$ cat src/hdl/srib_pkg.sv
// srib_pkg: shared types and constants for the strided region iov builder
// payload layouts of the stream transactions, item kinds and entry format
// no dependencies
package srib_pkg;

  localparam int unsigned ADDR_W     = 48;
  localparam int unsigned LEN_W      = 40;
  localparam int unsigned KIND_W     = 2;
  localparam int unsigned CAP_W      = 5;
  localparam int unsigned IDX_W      = 4;
  localparam int unsigned ENT_W      = 5;
  localparam int unsigned IN_TDATA_W  = 184;
  localparam int unsigned OUT_TDATA_W = 128;
  localparam int unsigned CFG_DATA_W  = 32;
  localparam int unsigned CFG_ADDR_W  = 3;

  localparam logic [KIND_W-1:0] KIND_CLEAR  = 2'd0;
  localparam logic [KIND_W-1:0] KIND_APPEND = 2'd1;
  localparam logic [KIND_W-1:0] KIND_READ   = 2'd2;

  localparam logic REG_CAPACITY = 1'b0;
  localparam logic [CAP_W-1:0] CAP_RESET = 5'd16;

  localparam logic [LEN_W-1:0] LEN_MAX = {LEN_W{1'b1}};

  typedef struct packed {
    logic [ADDR_W-1:0] base;
    logic [LEN_W-1:0]  len;
  } entry_t;

  // last declared field in the lowest bits
  typedef struct packed {
    logic [6:0]        pad;
    logic [IDX_W-1:0]  read_index;
    logic [5:0]        elem_size;
    logic [31:0]       total_blocks;
    logic signed [39:0] stride;
    logic [30:0]       block_len;
    logic [15:0]       region_count;
    logic [ADDR_W-1:0] region_address;
  } in_data_t;

  typedef struct packed {
    logic [1:0]        pad;
    logic [LEN_W-1:0]  entry_len;
    logic [ADDR_W-1:0] entry_base;
    logic [ENT_W-1:0]  entries_used;
    logic              stopped_full;
    logic [31:0]       blocks_done;
  } out_data_t;

endpackage

$ cat src/hdl/srib_entry_ram.sv
// srib_entry_ram: list entry memory, one write port and one registered read port
// depends on srib_pkg for the entry format
module srib_entry_ram
  import srib_pkg::*;
#(
  parameter int unsigned DEPTH = 16,
  parameter int unsigned AW    = 4
) (
  input  logic          clk,
  input  logic          we,
  input  logic [AW-1:0] waddr,
  input  entry_t        wdata,
  input  logic          re,
  input  logic [AW-1:0] raddr,
  output entry_t        rdata
);

  entry_t mem [DEPTH];
  entry_t rdata_r;

  always_ff @(posedge clk) begin
    if (we) begin
      mem[waddr] <= wdata;
    end
    if (re) begin
      rdata_r <= mem[raddr];
    end
  end

  assign rdata = rdata_r;

endmodule

$ cat src/hdl/strided_region_iov_builder.sv
// strided_region_iov_builder: top level of the scatter-gather list builder
// depends on srib_pkg and srib_entry_ram
//
// Builds a list of up to MAX_ENTRIES (base, length) entries from strided region
// descriptors and answers one result transaction per input transaction. The list
// lives in a single-port-write entry ram; the last entry is also held in registers
// so that the merge test and the length update of one region complete per cycle.
// An append descriptor walks one region per clock, so it holds the input until
// the walk has ended and the result is registered; clear, read and unused kinds
// go straight from idle to the done state. The result sits in an output register,
// so a stalled result does not keep the block from taking the next input
// transaction. The capacity register lies at byte address 0 of the apb port and
// resets to 16.
module strided_region_iov_builder
  import srib_pkg::*;
#(
  parameter int unsigned MAX_ENTRIES = 16
) (
  input  logic                   clk,
  input  logic                   rst_n,
  input  logic                   in_tvalid,
  output logic                   in_tready,
  // region_address, region_count, block_len, stride, total_blocks, elem_size,
  // read_index
  input  logic [IN_TDATA_W-1:0]  in_tdata,
  // kind
  input  logic [KIND_W-1:0]      in_tuser,
  output logic                   out_tvalid,
  input  logic                   out_tready,
  // blocks_done, stopped_full, entries_used, entry_base, entry_len
  output logic [OUT_TDATA_W-1:0] out_tdata,
  input  logic                   psel,
  input  logic                   penable,
  input  logic                   pwrite,
  input  logic [CFG_ADDR_W-1:0]  paddr,
  input  logic [CFG_DATA_W-1:0]  pwdata,
  output logic [CFG_DATA_W-1:0]  prdata,
  output logic                   pready
);

  localparam int unsigned AW = (MAX_ENTRIES > 1) ? $clog2(MAX_ENTRIES) : 1;
  localparam int unsigned CW = $clog2(MAX_ENTRIES + 1);
  localparam int unsigned KW = (CW > CAP_W) ? CW : CAP_W;
  localparam int unsigned XW = (CW > IDX_W) ? CW : IDX_W;

  typedef enum logic [1:0] {
    ST_IDLE,
    ST_WALK,
    ST_DONE
  } state_t;

  state_t            state_r;
  logic [CW-1:0]     used_r;
  logic [CAP_W-1:0]  cap_r;
  logic [KIND_W-1:0] kind_r;
  logic [ADDR_W-1:0] addr_r;
  logic [31:0]       left_r;
  logic [31:0]       total_r;
  logic [15:0]       cnt_r;
  logic [30:0]       blk_r;
  logic [39:0]       stride_r;
  logic [5:0]        esize_r;
  logic              stopped_r;
  logic              hit_r;
  logic [ADDR_W-1:0] last_base_r;
  logic [LEN_W-1:0]  last_len_r;
  logic              out_valid_r;
  out_data_t         out_data_r;

  in_data_t          in_d;
  logic              in_acc;
  logic              cfg_wr;
  logic [31:0]       blk_x;
  logic [31:0]       n;
  logic [37:0]       size;
  logic [ADDR_W-1:0] tail_end;
  logic              merge;
  logic [LEN_W:0]    len_sum;
  logic [LEN_W-1:0]  len_merge;
  logic [KW-1:0]     cap_eff;
  logic              full;
  logic [31:0]       left_after;
  logic              last_region;
  logic [ADDR_W-1:0] stride_ext;
  logic [CW-1:0]     used_m1;
  logic [XW-1:0]     idx_x;
  logic              ram_we;
  logic [AW-1:0]     ram_waddr;
  entry_t            ram_wdata;
  logic              ram_re;
  entry_t            ram_rdata;
  out_data_t         res;

  assign in_d   = in_data_t'(in_tdata);
  assign in_acc = in_tvalid && in_tready;
  assign cfg_wr = psel && penable && pwrite && pready;

  assign in_tready  = (state_r == ST_IDLE);
  assign out_tvalid = out_valid_r;
  assign out_tdata  = out_data_r;
  assign pready     = 1'b1;
  assign prdata     = (paddr[2] == REG_CAPACITY) ? {{(CFG_DATA_W-CAP_W){1'b0}}, cap_r}
                                                 : '0;

  // one region of the walk
  assign blk_x      = {1'b0, blk_r};
  assign n          = (left_r > blk_x) ? blk_x : left_r;
  assign size       = {6'b0, n} * {32'b0, esize_r};
  assign tail_end   = last_base_r + {{(ADDR_W-LEN_W){1'b0}}, last_len_r};
  assign merge      = (used_r != '0) && (tail_end == addr_r);
  assign len_sum    = {1'b0, last_len_r} + {3'b0, size};
  assign len_merge  = len_sum[LEN_W] ? LEN_MAX : len_sum[LEN_W-1:0];
  assign cap_eff    = (KW'(cap_r) > KW'(MAX_ENTRIES)) ? KW'(MAX_ENTRIES) : KW'(cap_r);
  assign full       = (KW'(used_r) >= cap_eff);
  assign left_after = left_r - n;
  assign last_region = (cnt_r == 16'd1) || (left_after == '0);
  assign stride_ext = {{(ADDR_W-40){stride_r[39]}}, stride_r};
  assign used_m1    = used_r - CW'(1);
  assign idx_x      = XW'(in_d.read_index);

  assign ram_we    = (state_r == ST_WALK) && (merge || !full);
  assign ram_waddr = merge ? used_m1[AW-1:0] : used_r[AW-1:0];
  assign ram_wdata = merge ? entry_t'{base: last_base_r, len: len_merge}
                           : entry_t'{base: addr_r, len: {2'b0, size}};
  assign ram_re    = in_acc && (in_tuser == KIND_READ);

  srib_entry_ram #(
    .DEPTH (MAX_ENTRIES),
    .AW    (AW)
  ) u_srib_entry_ram (
    .clk   (clk),
    .we    (ram_we),
    .waddr (ram_waddr),
    .wdata (ram_wdata),
    .re    (ram_re),
    .raddr (idx_x[AW-1:0]),
    .rdata (ram_rdata)
  );

  always_comb begin
    res              = '0;
    res.entries_used = ENT_W'(used_r);
    if (kind_r == KIND_APPEND) begin
      res.blocks_done  = total_r - left_r;
      res.stopped_full = stopped_r;
    end
    if ((kind_r == KIND_READ) && hit_r) begin
      res.entry_base = ram_rdata.base;
      res.entry_len  = ram_rdata.len;
    end
  end

  always_ff @(posedge clk) begin
    if (!rst_n) begin
      state_r     <= ST_IDLE;
      used_r      <= '0;
      cap_r       <= CAP_RESET;
      out_valid_r <= 1'b0;
    end else begin
      if (cfg_wr && (paddr[2] == REG_CAPACITY)) begin
        cap_r <= pwdata[CAP_W-1:0];
      end
      if (out_valid_r && out_tready && (state_r != ST_DONE)) begin
        out_valid_r <= 1'b0;
      end
      unique case (state_r)
        ST_IDLE: begin
          if (in_acc) begin
            kind_r    <= in_tuser;
            addr_r    <= in_d.region_address;
            left_r    <= in_d.total_blocks;
            total_r   <= in_d.total_blocks;
            cnt_r     <= in_d.region_count;
            blk_r     <= in_d.block_len;
            stride_r  <= in_d.stride;
            esize_r   <= in_d.elem_size;
            stopped_r <= 1'b0;
            hit_r     <= (idx_x < XW'(used_r));
            case (in_tuser)
              KIND_CLEAR: begin
                used_r  <= '0;
                state_r <= ST_DONE;
              end
              KIND_APPEND: begin
                if ((in_d.region_count != '0) && (in_d.total_blocks != '0)) begin
                  state_r <= ST_WALK;
                end else begin
                  state_r <= ST_DONE;
                end
              end
              default: begin
                state_r <= ST_DONE;
              end
            endcase
          end
        end
        ST_WALK: begin
          if (merge) begin
            last_len_r <= len_merge;
          end else if (full) begin
            stopped_r <= 1'b1;
            state_r   <= ST_DONE;
          end else begin
            last_base_r <= addr_r;
            last_len_r  <= {2'b0, size};
            used_r      <= used_r + CW'(1);
          end
          if (merge || !full) begin
            left_r <= left_after;
            cnt_r  <= cnt_r - 16'd1;
            addr_r <= addr_r + stride_ext;
            if (last_region) begin
              state_r <= ST_DONE;
            end
          end
        end
        ST_DONE: begin
          if (!out_valid_r || out_tready) begin
            out_data_r  <= res;
            out_valid_r <= 1'b1;
            state_r     <= ST_IDLE;
          end
        end
        default: begin
          state_r <= ST_IDLE;
        end
      endcase
    end
  end

endmodule

$ cat config.mk
export PLATFORM = sky130hd
export DESIGN_NAME = strided_region_iov_builder
export DESIGN_NICKNAME = d
export VERILOG_FILES = /design/src/hdl/srib_pkg.sv /design/src/hdl/srib_entry_ram.sv /design/src/hdl/strided_region_iov_builder.sv
export SDC_FILE = /design/constraint.sdc
export NUM_CORES = 2
export LEC_CHECK = 0
export BUFFER_PORTS_ARGS = -buffer_cell sky130_fd_sc_hd__buf_2
export CAP_MARGIN = 20
export CORE_ASPECT_RATIO = 1.2
export CORE_MARGIN = 2
export CORE_UTILIZATION = 35
export DETAILED_ROUTE_END_ITERATION = 8
export SETUP_SLACK_MARGIN = 0.1
export SLEW_MARGIN = 10
export SYNTH_ARGS = -nofsm -noshare
export SYNTH_HDL_FRONTEND = slang
export SYNTH_SLANG_ARGS = --single-unit
$ cat constraint.sdc
create_clock -name clk -period 12.95 [get_ports clk]
set_clock_uncertainty 0.15 [all_clocks]
set_input_delay 1.9425 -clock clk [delete_from_list [all_inputs] [get_ports clk]]
set_output_delay 1.9425 -clock clk [all_outputs]
set_load 0.03 [all_outputs]
==> metrics.md <==
| Metric | Value |
|---|---|
| Crit-path most repeated cell | `a21oi_1` |
| Antenna-violating nets left | `0` |
| Asr flop ratio synth | `0` |
| Synth Cell Area | `between 0.09 and 0.1 sq mm` |
| Starting Density | `0.351` |
| Final hold violations | `0` |
| Multiplexer area fraction after synthesis | `0.112` |
| Setup violators final | `0` |
| Unrepaired setup endpoints after global routing | `no` |
| Max Cap Violations | `0` |
| First-pass GRT wire length | `~370000 microns` |
| Synth Area in Adders | `0.0659` |
| Clock sink count | `between 1500 and 2000` |
| CTS tree | `done` |
| RePlAce Congestion | `approximately 0.91` |
| Final critical-path required period | `11.77 ns` |
| Die height | `roughly 560 microns` |
| Vias in the first global route | `approximately 54000` |
| Area Growth Syn to Fin | `13.4%` |
| Initial antenna violation count | `34` |
| Routed len/inst | `26.2 microns` |
| Status | `finished, final reports clean` |
| Root buffer cell | `clkbuf_16` |
| Synth Instances | `5893` |
| WP data arrival | `about 12 ns` |
| Relative slew slack | `0.130` |
| Number of setup buffers added after CTS | `0` |
| Setup TNS | `0 ns` |
| Hpwl dp | `between 150000 and 200000 microns` |
| Synth top area cells | `edfxtp_1 (63%), mux4_2 (11%), ha_1 (3.8%)` |
| Post-CTS sizing | `0` |
| Worst hold slack | `between 0.3 and 0.4 ns` |
| Post-DP Area | `between 0.09 and 0.1 sq mm` |
| Slew @ Worst Pin | `approximately 1.3 ns` |
| Clk slew on worst S/H paths | `~0.070 ns` |
| Largest family of logic cells by synthesized area | `multiplexers` |
| Post-Synth Simple-Gate Area | `0.0790` |
| CP peak stage delay | `0.71 ns` |
| FF/Latch Area | `slightly below 0.06 sq mm` |
| Routed vias/inst | `5.38` |
| Synth area leader | `edfxtp_1` |
| Bufs on Longest Clock Path | `4` |
| Clock latency on the worst-skew pair | `0.83 ns` |
| # hold bufs at CTS | `0` |
| Initial DRC Count | `4303` |
| Core ar. | `approximately 0.26 sq mm` |
| Synth top area share | `0.632` |
| Total die area | `around 0.26 sq mm` |
| Num CTS Buffers | `193` |
| Count of unique library cells instantiated by Yosys | `between 100 and 150` |
| Period utilization | `0.909` |
| Area taken by multi-input logic gates | `roughly 0.031 sq mm` |
| Crit path kind | `flip-flop to flip-flop` |
| Final #Nets | `6924` |
| Synth Warn # | `0` |
| Slowest stage cell, crit path | `a21o_1` |
| Share of layout cells above drive strength 1 | `0.189` |
| Vias | `around 53000` |
| Post-Route WL | `approximately 260000 microns` |
| Number of synthesized flops with an enable pin | `between 1500 and 2000` |
| Drt drc | `0` |
| Sequential area share after synthesis | `0.635` |
| Port bufs | `324` |
| Avg Cell Area, Syn | `15.5 sq um` |
| PD cells | `181 mW/mm^2` |
| Site row count | `205` |
| Hold Crit Class | `flip-flop to flip-flop` |
| Worst vdd ir | `approximately 0.19 mV` |
| Gr usage total | `0.191` |
| Slew Viols, Final | `0` |
| Achievable frequency | `84.9 MHz` |
| Die span in x | `approximately 470 microns` |
| FILL cells | `between 20000 and 25000` |
| Startpoint types | `flip-flop` |
| Data required time at the worst endpoint | `around 13 ns` |
| I/O pin count | `391` |
| Design area | `a little over 0.1 sq mm` |
| Largest net degree at the start of global routing | `100` |
| Yosys reg bits | `around 1900` |
| Top FF cell, synth | `edfxtp_1` |
| LEAKAGE | `36.2 nW` |
| H-tree levels | `4` |
| Crit end category | `flip-flop` |
| Area fraction in compound gates after synthesis | `0.0628` |
| Grt ovf | `0` |
| Critical path fanouts, max | `47` |
| Pre-antenna DRT Iters | `7` |
| Area share of xor/xnor cells in the synthesized design | `0.0211` |
[cell usage after synthesis (all sizes together), types with 27 or more instances]
cell / count
edfxtp: 1919
nand2: 450
mux4: 440
inv: 292
ha: 279
a21oi: 250
nor2: 245
o21ai: 223
nor2b: 187
clkbuf: 165
fa: 126
xnor2: 126
and2: 119
a21o: 109
xor2: 94
buf: 93
nand4: 70
nor3: 69
nand3: 61
nand2b: 57
a31oi: 46
o21a: 41
a211oi: 37
nor4: 37
and3: 31
o21bai: 27
[worst max-delay path, delay by kind of cell (launching register included)]
| kind | cells | cell delay, ns |
|---|---|---|
| AO/OA/AOI/OAI | 23 | 6.01 |
| XOR/XNOR | 1 | 0.12 |
| adder cells (fa/ha/maj) | 6 | 2.57 |
| buffers and inverters | 3 | 0.62 |
| flip-flops | 1 | 0.52 |
| multiplexers | 1 | 0.46 |
| AND/OR/NAND/NOR | 7 | 0.96 |
[worst paths after layout]
| kind | from | to | slack, ns | depth (start not counted) |
|---|---|---|---|---|
| hold reg to reg | u_srib_entry_ram.rdata[19]$_DFFE_PP_ | out_tdata[105]$_SDFFCE_PN0P_ | 0.34 | 1 |
| setup reg to reg | left_r[25]$_DFFE_PP_ | u_srib_entry_ram.mem[11][37]$_DFFE_PP_ | 1.18 | 41 |
| hold / removal | u_srib_entry_ram.rdata[19]$_DFFE_PP_ | out_tdata[105]$_SDFFCE_PN0P_ | 0.34 | 1 |
| setup / recovery | left_r[25]$_DFFE_PP_ | u_srib_entry_ram.mem[11][37]$_DFFE_PP_ | 1.18 | 41 |
[area by class of cell]
type,count,share of cell area
Antenna cell,9,0.000218
Timing Repair Buffer,427,0.0252
Clock inverter,113,0.0110
Multi-Input combinational cell,3444,0.304
Tap cell,3415,0.0413
Sequential cell,1932,0.560
Clock buffer,232,0.0483
Inverter,293,0.0107
[sequential cells by signal, summed over array words and instances, names as in the netlist, 2 cells and up]
signal	cells
cnt_r	16
last_len_r	40
out_tdata	126
last_base_r	48
cap_r	5
state_r	2
addr_r	48
left_r	32
u_srib_entry_ram.mem	1408
esize_r	6
stride_r	40
blk_r	31
used_r	5
total_r	32
kind_r	2
u_srib_entry_ram.rdata	88
[report_power, final]
group	leakage (nW)	switching, mW	total [mW]	internal (mW)
registers	17.6	0.0924	8.07	7.98
logic	15.6	3.33	5.12	1.80
clock network	3.00	2.37	5.53	3.16
total	36.2	5.79	18.7	12.9
[per-layer routing]
metal	share of wire	vias to the layer above	global-route usage
li1	-	23500	-
met1	0.42	27400	0.253
met2	0.48	1738	0.321
met3	0.059	388	0.0253
met4	0.041	30	0.0740
met5	0.00068	-	0
[metrics by stage]
| step | worst slack [ns] | power (mW) | utilization | std cells |
|---|---|---|---|---|
| 2_1_floorplan | 1.97 | 11.6 | - | 5927 |
| 3_3_place_gp | 1.18 | 13.2 | 0.375 | 9508 |
| 3_5_place_dp | 1.14 | 13.3 | 0.375 | 9508 |
| 4_1_cts | 1.10 | 18.8 | 0.398 | 9853 |
| 5_1_grt | 0.124 | 19.6 | 0.398 | 9858 |
| 6_report | 1.18 | 18.7 | 0.399 | 9865 |
[kinds of logic after synthesis]
kind of cell	Yosys count
flip-flops	1932
adder cells (fa/ha/maj)	405
multiplexers	466
other	2
XOR/XNOR	220
AO/OA/AOI/OAI	894
buffers and inverters	551
AND/OR/NAND/NOR	1423
[layout by cell type (no fill, tap or decap), types with 56 or more instances in the layout]
cell type  count
nor3_1        66
xnor2_1      126
a21o_1       109
xor2_1        94
nor2b_1      187
edfxtp_1    1919
and2_1       117
ha_1         279
buf_2        320
nand2b_1      56
fa_1         126
inv_1        291
clkbuf_16    194
mux4_2       440
o21ai_0      204
nand4_1       69
nor2_1       237
a21oi_1      243
nand2_1      450
nand3_1       60
buf_4         89
No activity file was read; power rests on OpenSTA's default activity.
